### src/rtl/atrf_pkg.sv
// atrf_pkg: shared constants, types and the header byte table of the
// transmit-request framer. No dependencies.
`timescale 1ns / 1ps

package atrf_pkg;

  localparam int unsigned LEN_W       = 9;
  localparam int unsigned IDX_W       = 5;
  localparam int unsigned CFG_IDX_W   = 2;

  localparam logic [LEN_W-1:0] MAX_PAYLOAD = 9'd256;
  localparam logic [15:0]      LEN_OFFSET  = 16'd14;

  localparam logic [7:0] START_DELIM = 8'h7E;
  localparam logic [7:0] FRAME_TYPE  = 8'h10;
  localparam logic [7:0] FRAME_ID    = 8'h00;
  localparam logic [7:0] NET_ADDR_HI = 8'hFF;
  localparam logic [7:0] NET_ADDR_LO = 8'hFE;
  localparam logic [7:0] HOPS        = 8'h00;
  localparam logic [7:0] OPTIONS     = 8'h00;

  // header positions
  localparam logic [IDX_W-1:0] HDR_LEN_MSB = 5'd1;
  localparam logic [IDX_W-1:0] HDR_LAST    = 5'd16;

  // register indexes
  localparam logic [CFG_IDX_W-1:0] REG_DEST_HIGH = 2'd0;
  localparam logic [CFG_IDX_W-1:0] REG_DEST_LOW  = 2'd1;

  typedef struct packed {
    logic       vld;
    logic [7:0] data;
    logic       last;
  } emit_t;

  // header byte at a given position, the start delimiter at position zero
  function automatic logic [7:0] hdr_byte(input logic [IDX_W-1:0] idx,
                                          input logic [15:0]      flen,
                                          input logic [31:0]      dhi,
                                          input logic [31:0]      dlo);
    logic [7:0] b;
    b = 8'h00;
    case (idx)
      5'd0:    b = START_DELIM;
      5'd1:    b = flen[15:8];
      5'd2:    b = flen[7:0];
      5'd3:    b = FRAME_TYPE;
      5'd4:    b = FRAME_ID;
      5'd5:    b = dhi[31:24];
      5'd6:    b = dhi[23:16];
      5'd7:    b = dhi[15:8];
      5'd8:    b = dhi[7:0];
      5'd9:    b = dlo[31:24];
      5'd10:   b = dlo[23:16];
      5'd11:   b = dlo[15:8];
      5'd12:   b = dlo[7:0];
      5'd13:   b = NET_ADDR_HI;
      5'd14:   b = NET_ADDR_LO;
      5'd15:   b = HOPS;
      5'd16:   b = OPTIONS;
      default: b = 8'h00;
    endcase
    return b;
  endfunction

endpackage

### src/rtl/atrf_seq.sv
// atrf_seq: frame sequencer; walks header, payload and checksum at most one byte
// per free output slot and keeps the running checksum. Uses atrf_pkg.
`timescale 1ns / 1ps

module atrf_seq (
  input  logic                      clk,
  input  logic                      rst_n,
  input  logic                      hold_valid,
  input  logic [7:0]                hold_byte,
  input  logic [atrf_pkg::LEN_W-1:0] hold_len,
  input  logic [31:0]               dest_high,
  input  logic [31:0]               dest_low,
  input  logic                      slot_free,
  output atrf_pkg::emit_t           emit,
  output logic                      consume
);
  import atrf_pkg::*;

  typedef enum logic [1:0] {ST_IDLE, ST_HDR, ST_BODY, ST_CSUM} state_t;

  state_t            state_r, state_nxt;
  logic [LEN_W-1:0]  left_r, left_nxt;
  logic [7:0]        sum_r, sum_nxt;
  logic [IDX_W-1:0]  idx_r, idx_nxt;
  logic [LEN_W-1:0]  len_clamp;
  logic [15:0]       flen;

  always_comb begin
    if (hold_len == '0) begin
      len_clamp = LEN_W'(1);
    end else if (hold_len > MAX_PAYLOAD) begin
      len_clamp = MAX_PAYLOAD;
    end else begin
      len_clamp = hold_len;
    end
  end

  // length field counts payload plus the fixed part after the length
  assign flen = 16'(left_r) + LEN_OFFSET;

  always_comb begin
    state_nxt = state_r;
    left_nxt  = left_r;
    sum_nxt   = sum_r;
    idx_nxt   = idx_r;
    emit      = '0;
    consume   = 1'b0;
    case (state_r)
      ST_IDLE: begin
        if (hold_valid && slot_free) begin
          emit.vld  = 1'b1;
          emit.data = START_DELIM;
          left_nxt  = len_clamp;
          sum_nxt   = 8'h00;
          idx_nxt   = HDR_LEN_MSB;
          state_nxt = ST_HDR;
        end
      end
      ST_HDR: begin
        if (slot_free) begin
          emit.vld  = 1'b1;
          emit.data = hdr_byte(idx_r, flen, dest_high, dest_low);
          // the two length bytes stay out of the checksum
          if (idx_r > (HDR_LEN_MSB + IDX_W'(1))) begin
            sum_nxt = sum_r + emit.data;
          end
          if (idx_r == HDR_LAST) begin
            state_nxt = ST_BODY;
          end else begin
            idx_nxt = idx_r + IDX_W'(1);
          end
        end
      end
      ST_BODY: begin
        if (hold_valid && slot_free) begin
          emit.vld  = 1'b1;
          emit.data = hold_byte;
          consume   = 1'b1;
          sum_nxt   = sum_r + hold_byte;
          left_nxt  = left_r - LEN_W'(1);
          if (left_r == LEN_W'(1)) begin
            state_nxt = ST_CSUM;
          end
        end
      end
      ST_CSUM: begin
        if (slot_free) begin
          emit.vld  = 1'b1;
          emit.data = ~sum_r;
          emit.last = 1'b1;
          sum_nxt   = 8'h00;
          state_nxt = ST_IDLE;
        end
      end
      default: begin
        state_nxt = ST_IDLE;
      end
    endcase
  end

  always_ff @(posedge clk) begin
    if (!rst_n) begin
      state_r <= ST_IDLE;
      left_r  <= '0;
      sum_r   <= 8'h00;
      idx_r   <= '0;
    end else begin
      state_r <= state_nxt;
      left_r  <= left_nxt;
      sum_r   <= sum_nxt;
      idx_r   <= idx_nxt;
    end
  end

endmodule

### src/rtl/api_transmit_request_framer_core.sv
// api_transmit_request_framer_core: top level with destination registers,
// input request register, frame sequencer and output register. Uses atrf_pkg, atrf_seq.
`timescale 1ns / 1ps

// Usage:
//   in_*   carries payload bytes; in_payload_length is read only on the first
//          byte of a message (0 counts as 1, above 256 saturates to 256).
//   out_*  carries frame bytes; out_frame_end marks the checksum byte.
//   cfg_*  writes the destination address (index 0 upper half, 1 lower half);
//          cfg_ready is always high, other indexes are ignored.
//   A request is taken when valid is high and stall is low.
// Data path: a taken byte passes the input register and then the output
//   register; the first byte of a message is preceded by 17 header bytes,
//   one per cycle while the output is not stalled.
// Throughput: one payload byte per cycle inside a message while the output
//   is not stalled; a message adds 17 header bytes and one checksum byte,
//   all from the single output register, which emits one frame byte per cycle unless stalled.
// Reset clears the destination registers, the checksum and the sequencer,
//   so the next byte starts a new frame.
// When the receiver stalls, the output byte holds and the input register
//   fills, after which in_stall rises.
module api_transmit_request_framer_core (
  input  logic                         clk,
  input  logic                         rst_n,
  input  logic                         in_valid,
  output logic                         in_stall,
  input  logic [7:0]                   in_payload_byte,
  input  logic [atrf_pkg::LEN_W-1:0]   in_payload_length,
  output logic                         out_valid,
  input  logic                         out_stall,
  output logic [7:0]                   out_frame_byte,
  output logic                         out_frame_end,
  input  logic                         cfg_valid,
  output logic                         cfg_ready,
  input  logic [atrf_pkg::CFG_IDX_W-1:0] cfg_index,
  input  logic [31:0]                  cfg_data
);
  import atrf_pkg::*;

  logic [31:0]      dest_high_r, dest_low_r;
  logic             hold_valid_r;
  logic [7:0]       hold_byte_r;
  logic [LEN_W-1:0] hold_len_r;
  logic             out_valid_r;
  logic [7:0]       out_byte_r;
  logic             out_end_r;
  logic             slot_free;
  logic             consume;
  logic             in_take;
  emit_t            emit;

  assign cfg_ready = 1'b1;

  always_ff @(posedge clk) begin
    if (!rst_n) begin
      dest_high_r <= '0;
      dest_low_r  <= '0;
    end else if (cfg_valid && cfg_ready) begin
      case (cfg_index)
        REG_DEST_HIGH: dest_high_r <= cfg_data;
        REG_DEST_LOW:  dest_low_r  <= cfg_data;
        default:       ;
      endcase
    end
  end

  // input register frees up in the same cycle its byte goes out
  assign in_stall = hold_valid_r && !consume;
  assign in_take  = in_valid && !in_stall;

  always_ff @(posedge clk) begin
    if (!rst_n) begin
      hold_valid_r <= 1'b0;
    end else if (in_take) begin
      hold_valid_r <= 1'b1;
    end else if (consume) begin
      hold_valid_r <= 1'b0;
    end
  end

  always_ff @(posedge clk) begin
    if (in_take) begin
      hold_byte_r <= in_payload_byte;
      hold_len_r  <= in_payload_length;
    end
  end

  assign slot_free = !out_valid_r || !out_stall;

  atrf_seq u_seq (
    .clk        (clk),
    .rst_n      (rst_n),
    .hold_valid (hold_valid_r),
    .hold_byte  (hold_byte_r),
    .hold_len   (hold_len_r),
    .dest_high  (dest_high_r),
    .dest_low   (dest_low_r),
    .slot_free  (slot_free),
    .emit       (emit),
    .consume    (consume)
  );

  always_ff @(posedge clk) begin
    if (!rst_n) begin
      out_valid_r <= 1'b0;
    end else if (slot_free) begin
      out_valid_r <= emit.vld;
    end
  end

  always_ff @(posedge clk) begin
    if (emit.vld) begin
      out_byte_r <= emit.data;
      out_end_r  <= emit.last;
    end
  end

  assign out_valid      = out_valid_r;
  assign out_frame_byte = out_byte_r;
  assign out_frame_end  = out_end_r;

endmodule
### config.mk
export PLATFORM = sky130hd
export DESIGN_NAME = api_transmit_request_framer_core
export DESIGN_NICKNAME = d
export VERILOG_FILES = /design/src/rtl/atrf_pkg.sv /design/src/rtl/atrf_seq.sv /design/src/rtl/api_transmit_request_framer_core.sv
export SDC_FILE = /design/constraint.sdc
export NUM_CORES = 1
export LEC_CHECK = 0
export ABC_AREA = 1
export BUFFER_PORTS_ARGS = -buffer_cell sky130_fd_sc_hd__buf_4
export CAP_MARGIN = 20
export CELL_PAD_IN_SITES_DETAIL_PLACEMENT = 1
export CELL_PAD_IN_SITES_GLOBAL_PLACEMENT = 1
export CORE_UTILIZATION = 30
export CTS_BUF_LIST = sky130_fd_sc_hd__clkbuf_8
export DETAILED_ROUTE_END_ITERATION = 10
export PLACE_DENSITY_LB_ADDON = 0.1
export SLEW_MARGIN = 15
export SYNTH_ARGS = -nofsm -noshare
export SYNTH_HDL_FRONTEND = slang
export SYNTH_SLANG_ARGS = --single-unit
### constraint.sdc
create_clock -name clk -period 3.5 [get_ports clk]
set_input_delay 0.35 -clock clk [delete_from_list [all_inputs] [get_ports clk]]
set_output_delay 0.35 -clock clk [all_outputs]
set_load 0.02 [all_outputs]
==> metrics.txt, run 1 <==
RD Place Congestion=0.840; clk_lat worst skew=0.45 ns; leakage power=0.00298 uW; Slew Limit Fails=0; Reg2Reg Setup Slack=0.21 ns; Hold Path Sink=hold_byte_r[7]; Async SR Flop Fraction=0%; CTS buffer count=17; post-synthesis register bit count=116; routed len/inst=17.3 um; io pins=68; Final min period=3.29 ns; Req. time, crit path=3.80 ns; initial antenna violation count=0; mux cell area share after synthesis=0%; Synth Warn #=0; clk root buf=clkbuf_8; synth unique cells=46; # setup viols final=0; Area Growth Syn to Fin=22.2%; Max-cap violations=0; Post-Synthesis Net Count=842; largest family of logic cells by synthesized area=simple AND/OR/NAND/NOR gates; post-synthesis compound-gate area fraction=17.9%; vias in the first global route=5683; design area=7020 um^2; drt drc=0; placed insts=1049; top_reg_cell synth=dfxtp_1; Avg Cell Area, Syn=7.51 um^2; num rows=50; post-route insts no fill=1082; most frequent cells in the layout=nor2_1, nand2_1, o21ai_0, dfxtp_1, buf_4; worst r2r dst=u_seq.sum_r[5]; Max VDD drop=0.252 mV; share of cells above drive strength 1=17.8%; Post-synth EDFFs=26; fillers=2324; xor/xnor share of the synthesized area=0.762%; Die Ht=140 um; fin util=37.5%; post-synthesis sequential area ratio=45.0%; initial core utilization=30.7%; DP Wirelength=13900 um; die area=19700 um^2; clk sink count=116; CP max-delay cell=dfxtp_1; detailed-route via count=5453; Area after DPL=6490 um^2; status=completed; CTS max path bufs=2; Place WS=0.0689 ns; crit path launch type=flop; nets=912; Synth Instances=765; synthesized area=5740 um^2; Max H-tree Level=4; part of the cycle the worst path needs=93.9%; RR Startpoint=u_seq.idx_r[1]; largest net degree at the start of global routing=75; Pwr Density=702 nW/um^2; CP Cell Sequence=inv_1 -> ha_1 -> nand2_1 -> nor2_2 -> nand2_1 -> o21ai_1 -> a221oi_1 -> nand3_1 -> nand2_1 -> o21ai_0 -> ha_1 -> nand3_1 -> nand3_1 -> inv_1 -> nor2_1 -> o21ai_0 -> nand2_1 -> or2_2 -> nand3_1 -> a21oi_1; PnR worst setup slack=0.212 ns; gr ovfl total=0; CP max FO=8; crit end category=flop; most common cell after layout, fill and taps aside=nor2_1; DRT iter0 DRCs=229; Reg clk slew, reported paths=0.08 ns; Die Wd=140 um; hold depth=1; Critical Setup Path Class=reg2reg; CTS tree=built; R2R depth=20; first-pass GRT wire length=29900 um; Setup Skew=0.0138 ns; Final Hold Vio Count=0; GRT Overall Usage=19.9%; Worst Max-Slew Pin Slew=1.07 ns; worst stage delay on the critical path=0.39 ns; I/O Buffers=66; Tightest Hold Check Type=in2reg; core area=18700 um^2; Diodes inserted=0; final antenna-violating net count=0; Post-Synth Adder-Cell Area=4.70%; crit path DAT=3.59 ns; Routed WL=18700 um; vias per cell=5.04; Initial DRT Pass Iterations=4; Post-Synth Simple-Gate Area=25.2%; min-delay src=in_payload_byte[7]; fmax=304 MHz; Relative slew margins=27.6%
-- power by group --
part	internal [uW]	total, uW	switching (uW)
logic	626	1750	1120
clock network	855	1470	615
registers	1580	1710	135
total	3060	4930	1870
-- cell families (layout without fill, tap and decap cells) --
logic type | Yosys count | in the layout
and+or+nand+nor | 346 | 346
DFF | 116 | 116
other | 1 | 1
adders and majority gates | 21 | 21
xor gates and xnor gates | 5 | 5
buffers and inverters | 96 | 179
AOI/OAI and AO/OA | 180 | 180
-- metal layers --
metal	global-route usage, %	vias to the layer above	wire, um
met4	4.68	0	128
met2	34.2	64	9150
li1	-	2694	-
met5	0	-	0
met3	4.44	10	565
met1	25.1	2685	8880
-- state kept, by name, indices dropped and copies added (netlist names) --
register and flops:
out_frame_byte 8, u_seq.state_r 2, hold_len_r 9, dest_high_r 32, dest_low_r 32, hold_valid_r 1, u_seq.idx_r 5, out_frame_end 1
out_valid 1, u_seq.sum_r 8, u_seq.left_r 9, hold_byte_r 8
-- repair_timing --
| item | in CTS | in global routing |
|---|---|---|
| hold buffers | 0 | 0 |
| setup endpoints to repair | 0 | 4 |
| gates resized for setup | 0 | 18 |
| setup buffers | 0 | 1 |
-- synthesized netlist by cell type, drive strengths merged (9+ instances only) --
library cell / n / area share [%]
a21oi: 40 / 3.6
inv: 70 / 4.6
nand2: 119 / 8.1
nor2: 174 / 12
nor3: 9 / 0.78
a221oi: 12 / 1.8
ha: 20 / 4.4
dfxtp: 90 / 31
edfxtp: 26 / 14
clkbuf: 19 / 1.2
o21ai: 102 / 9.0
nand3: 23 / 2.2
-- per-stage QoR --
| step | hold WS [ns] | setup TNS, ns | total power (uW) |
|---|---|---|---|
| 2_1_floorplan | 0.425 | 0 | 2870 |
| 3_3_place_gp | 0.448 | 0 | 3420 |
| 3_5_place_dp | 0.464 | 0 | 3470 |
| 4_1_cts | 0.0496 | 0 | 4950 |
| 5_1_grt | 0.0344 | -0.0117 | 5270 |
| 6_report | 0.0723 | 0 | 4930 |
-- how the worst max path moves through the flow --
stage	cells past startpoint	start	end
6_report	20	u_seq.idx_r[1]	u_seq.sum_r[5]
5_1_grt	20	u_seq.idx_r[1]	u_seq.sum_r[6]
4_1_cts	18	u_seq.idx_r[0]	u_seq.sum_r[5]
3_5_place_dp	18	u_seq.idx_r[0]	u_seq.sum_r[5]
3_3_place_gp	19	u_seq.idx_r[3]	u_seq.sum_r[5]
2_1_floorplan	20	u_seq.idx_r[0]	u_seq.sum_r[5]
-- area by class of cell --
class | instances | area, um^2 | area share [%]
Clock buffer | 17 | 234 | 3.33
Clock inverter | 15 | 224 | 3.19
Inverter | 71 | 267 | 3.80
Multi-Input combinational cell | 553 | 2850 | 40.6
Sequential cell | 116 | 2580 | 36.8
Tap cell | 234 | 293 | 4.17
Timing Repair Buffer | 76 | 571 | 8.13
-- critical path: cells and delay by family, from the launching register on --
| kind | cells | cell delay (ns) |
|---|---|---|
| AO/OA/AOI/OAI | 5 | 0.74 |
| flip-flops | 1 | 0.39 |
| adder cells (fa/ha/maj) | 2 | 0.54 |
| buffers and inverters | 2 | 0.19 |
| AND/OR/NAND/NOR | 11 | 1.28 |
(Power assumes the default switching activity.)
==> run 2: changes to the inputs <==
--- a/config.mk
+++ b/config.mk
@@ -13,6 +13,7 @@
 export CORE_UTILIZATION = 30
 export CTS_BUF_LIST = sky130_fd_sc_hd__clkbuf_8
 export DETAILED_ROUTE_END_ITERATION = 10
+export GPL_TIMING_DRIVEN = 0
 export PLACE_DENSITY_LB_ADDON = 0.1
 export SLEW_MARGIN = 15
 export SYNTH_ARGS = -nofsm -noshare
==> metrics.txt, run 2 (synthesis results as in run 1) <==
status=completed; Post-CTS Hold Buffers=0; drt drc=0; Die Wd=140 um; CTS max path bufs=2; clk sink count=116; Max VDD drop=0.252 mV; PnR worst setup slack=0.103 ns; min-delay src=in_payload_length[6]; Routed WL=20100 um; worst r2r dst=u_seq.sum_r[5]; gr ovfl total=0; final antenna-violating net count=0; DP Wirelength=15100 um; Slew Limit Fails=0; leakage power=0.00300 uW; Req. time, crit path=3.81 ns; most frequent cells in the layout=nor2_1, nand2_1, o21ai_0, dfxtp_1, buf_4; R2R depth=18; I/O Buffers=66; most common cell after layout, fill and taps aside=nor2_1; RD Place Congestion=0.802; Area Growth Syn to Fin=24.8%; nets=934; met2 WL post-DR=9740 um; Max-cap violations=0; DRT iter0 DRCs=229; Tot Pwr=4830 uW; wire length on met1=9320 um; part of the cycle the worst path needs=97.0%; fmax=294 MHz; Pwr Density=673 nW/um^2; Place WS=-0.117 ns; Worst Max-Slew Pin Slew=0.753 ns; share of cells above drive strength 1=19.1%; Critical Setup Path Class=reg2reg; crit path DAT=3.70 ns; RR Startpoint=u_seq.idx_r[0]; unrepaired setup endpoints after global routing=false; routed len/inst=18.2 um; Final Hold Vio Count=0; CTS buffer count=17; clk root buf=clkbuf_8; Reg clk slew, reported paths=0.08 ns; vias in the first global route=5751; crit end category=flop; hold_ws=0.0636 ns; detailed-route via count=5542; Hold Path Sink=hold_len_r[6]; GRT Overall Usage=21.2%; hold depth=1; Relative slew margins=49.8%; core area=18700 um^2; Reg2Reg Setup Slack=0.10 ns; Setup Skew=0.0145 ns; die area=19700 um^2; Max Used Layer=met4; Max H-tree Level=4; initial core utilization=30.7%; Tightest Hold Check Type=in2reg; Final min period=3.40 ns; Initial DRT Pass Iterations=5; Diodes inserted=0; initial antenna violation count=0; vias per cell=5.02; io pins=68; CP max FO=6; crit path launch type=flop; met3 routed WL=772 um; Top Registers=dest_high_r (32), dest_low_r (32); Die Ht=140 um; first-pass GRT wire length=31400 um; largest net degree at the start of global routing=17; CTS tree=built; num rows=50; clk_lat worst skew=0.46 ns; # setup viols final=0
-- run 2: cell count changes in the layout (fill, tap and decap cells not counted), moves of 4 or more --
| cell | before | now |
|---|---|---|
| nor2_4 | 3 | 9 |
| inv_6 | 4 | 0 |
| nand2_1 | 114 | 110 |
| clkbuf_1 | 0 | 19 |
-- run 2: routing by layer --
layer	global-route usage [%]	vias up
met2	35.6	82
met3	4.62	16
met4	6.02	0
li1	-	2737
met5	0	-
met1	27.3	2707
-- run 2: worst max path at each step --
stage,start,end,slack (ns),cells past startpoint
floorplan,u_seq.idx_r[0],u_seq.sum_r[5],0.67,20
global placement,u_seq.idx_r[0],u_seq.sum_r[5],-0.14,18
finish,u_seq.idx_r[0],u_seq.sum_r[5],0.10,18
global route,u_seq.idx_r[1],u_seq.sum_r[6],0.01,22
detailed placement,u_seq.idx_r[0],u_seq.sum_r[5],-0.12,18
CTS,u_seq.idx_r[0],u_seq.sum_r[5],-0.04,20
-- run 2: metrics by stage --
stage | TNS (ns) | cells | instance area, um^2 | utilization, %
floorplan | 0 | 765 | 5740 | -
global placement | -0.189 | 1065 | 6530 | 34.9
detailed placement | -0.233 | 1067 | 6550 | 35.0
CTS | -0.0446 | 1099 | 6970 | 37.3
global route | 0 | 1104 | 7170 | 38.3
finish | 0 | 1104 | 7170 | 38.3
-- run 2: worst max-delay path, cell delays in order (launching register included) --
cell and delay, ns:
dfxtp_4 0.38, inv_1 0.06, ha_1 0.23, inv_1 0.09
nor2_2 0.05, nand2_2 0.14, a21oi_1 0.09, a221oi_1 0.62
nand3_1 0.21, nand2_1 0.10, o21ai_0 0.11, ha_1 0.31
inv_1 0.10, nor2_1 0.07, o21ai_0 0.18, nand2_1 0.09
or2_2 0.28, nand3_1 0.07, a21oi_1 0.06
-- run 2: final cells by class --
type,instances,area [um^2]
Fill cell,2295,11500
Timing Repair Buffer,73,552
Buffer,25,116
Inverter,71,267
Clock buffer,19,262
Clock inverter,13,135
Sequential cell,116,2590
Tap cell,234,293
Multi-Input combinational cell,553,2960
-- run 2: report_power, final --
group | total, uW | switching (uW) | internal [uW]
logic | 1840 | 1190 | 645
clock network | 1280 | 618 | 665
registers | 1710 | 129 | 1580
total | 4830 | 1940 | 2890
-- run 2: timing repair --
item                                    4_1_cts  5_1_grt
gates cloned                                  0        0
buffers inserted                              0        5
pin swaps                                     0        8
endpoints found under the setup margin        3        4
gates resized for setup                       5       42
==> run 3: changes to the inputs <==
--- a/config.mk
+++ b/config.mk
@@ -5,7 +5,6 @@
 export SDC_FILE = /design/constraint.sdc
 export NUM_CORES = 1
 export LEC_CHECK = 0
-export ABC_AREA = 1
 export BUFFER_PORTS_ARGS = -buffer_cell sky130_fd_sc_hd__buf_4
 export CAP_MARGIN = 20
 export CELL_PAD_IN_SITES_DETAIL_PLACEMENT = 1
==> metrics.txt, run 3 <==
routed len/inst=19.4 um; vias per cell=5.14; Die Ht=141 um; I/O Buffers=65; share of cells above drive strength 1=22.5%; detailed-route via count=5431; largest net degree at the start of global routing=17; clk sink count=116; Critical Setup Path Class=reg2reg; Synth area leader=dfxtp_1; io pins=68; setup_tns=-0.249 ns; CTS tree=built; Diodes inserted=0; Setup Skew=0.0162 ns; top_reg_cell synth=dfxtp_1; design area=7360 um^2; fin util=39.1%; Reg clk slew, reported paths=0.08 ns; GRT Overall Usage=21.4%; Die Wd=141 um; Area Growth Syn to Fin=26.6%; drt drc=0; unrepaired setup endpoints after global routing=true; initial core utilization=30.9%; failing checks=negative setup slack; Initial DRT Pass Iterations=5; gr ovfl total=0; CTS buffer count=17; Max H-tree Level=4; initial antenna violation count=0; fillers=2224; Avg Cell Area, Syn=8.46 um^2; crit end category=flop; Area after DPL=6700 um^2; Max-cap violations=0; Async SR Flop Fraction=0%; Commonest cells post-synth=nand2_1, a21oi_1, dfxtp_1; Routed WL=20500 um; core area=18800 um^2; most common cell after layout, fill and taps aside=nand2_1; vias in the first global route=5715; die area=19900 um^2; DRT iter0 DRCs=386; Post-synth EDFFs=26; Worst Max-Slew Pin Slew=0.986 ns; PnR worst setup slack=-0.249 ns; Slew Limit Fails=0; clk root buf=clkbuf_8; Max VDD drop=0.233 mV; # setup viols final=1; Req. time, crit path=3.90 ns; post-route insts no fill=1056; Tightest Hold Check Type=in2reg; RD Place Congestion=0.875; fmax=267 MHz; num rows=50; Relative slew margins=34.3%; Seq. cell area=2600 um^2; part of the cycle the worst path needs=107%; placed insts=1013; leakage power=0.00265 uW; nets=860; Yosys top cell area share=31.0%; most frequent cell after synthesis=nand2_1; Final Hold Vio Count=0; Post-Synthesis Net Count=764; synth unique cells=68; status=complete, but fails checks; post-synthesis sequential area ratio=44.4%; Pwr Density=672 nW/um^2; Synth Warn #=0; DP Wirelength=15600 um; Top Registers=dest_high_r (32), dest_low_r (32); final antenna-violating net count=0; first-pass GRT wire length=31600 um; crit path launch type=flop; post-synthesis register bit count=116; CTS max path bufs=2; Place WS=-0.583 ns; clk_lat worst skew=0.46 ns; most frequent cells in the layout=nand2_1, a21oi_1, dfxtp_1, buf_4, nor2_1; Final min period=3.75 ns; multi-input logic area=3170 um^2; Synth area leaders=dfxtp_1, edfxtp_1, nand2_1; synthesized area=5810 um^2; crit path DAT=4.14 ns; Synth Instances=687; CP max FO=7
[run 3: path summary, 6_finish.rpt]
| check | startpoint | to | slack, ns | depth (start not counted) |
|---|---|---|---|---|
| worst max-delay path | u_seq.idx_r[0] | u_seq.sum_r[7] | -0.25 | 14 |
| worst max register to register | u_seq.idx_r[0] | u_seq.sum_r[7] | -0.25 | 14 |
| worst min-delay path | in_payload_length[2] | hold_len_r[2] | 0.06 | 1 |
| worst min register to register | dest_high_r[2] | dest_high_r[2] | 0.46 | 2 |
[run 3: layer usage]
metal | part of all wire, % | global-route usage [%] | vias up
met3 | 3.2 | 4.18 | 35
met1 | 43 | 25.1 | 2643
met4 | 2.9 | 8.98 | 0
met2 | 51 | 37.9 | 112
li1 | - | - | 2641
met5 | 0 | 0 | -
[run 3: layout make-up]
cell class	count	share of cell area, %
clock buffer	18	3.37
timing repair buffer	79	8.21
tap	260	4.42
clock inverter	14	1.39
sequential	116	35.3
buffer	42	2.96
inverter	23	1.24
multi-input combinational	504	43.1
[run 3: what timing repair did]
item,CTS,global route
buffers inserted,6,7
gates resized for setup,37,20
setup endpoints to repair,4,4
hold buffers,0,0
pin swaps,11,14
[run 3: kinds of logic after synthesis]
| group | after synthesis | synth area share [%] |
|---|---|---|
| xor gates and xnor gates | 10 | 1.51 |
| muxes | 14 | 2.65 |
| AOI/OAI and AO/OA | 194 | 21.4 |
| adders and majority gates | 21 | 4.65 |
| DFF | 116 | 44.4 |
| other | 1 | 0.0645 |
| and+or+nand+nor | 264 | 20.6 |
| buffers and inverters | 67 | 4.69 |
[run 3: critical path, stage by stage (launching register included)]
cell       delay [ns]
dfxtp_4          0.37
buf_6            0.12
ha_4             0.18
or4b_4           0.21
nor4_2           0.04
or4_1            0.52
or3_4            0.37
mux2_4           0.31
ha_4             0.22
a21oi_4          0.12
o211ai_1         0.16
a2111oi_4        0.39
nor2_1           0.11
or4b_1           0.48
nand4_1          0.08
[run 3: power by group]
group          internal (uW)  total, uW  switching (uW)
Combinational            859       2090            1230
Clock                    514       1150             633
Sequential              1570       1710             147
Total                   2940       4950            2010
[run 3: per-stage QoR]
step / hold slack [ns] / power [uW]
after CTS: 0.0371 / 4890
after detailed placement: 0.451 / 3600
final: 0.0607 / 4950
after global placement: 0.445 / 3530
after global routing: 0.0314 / 5260
after floorplan: 0.431 / 2970
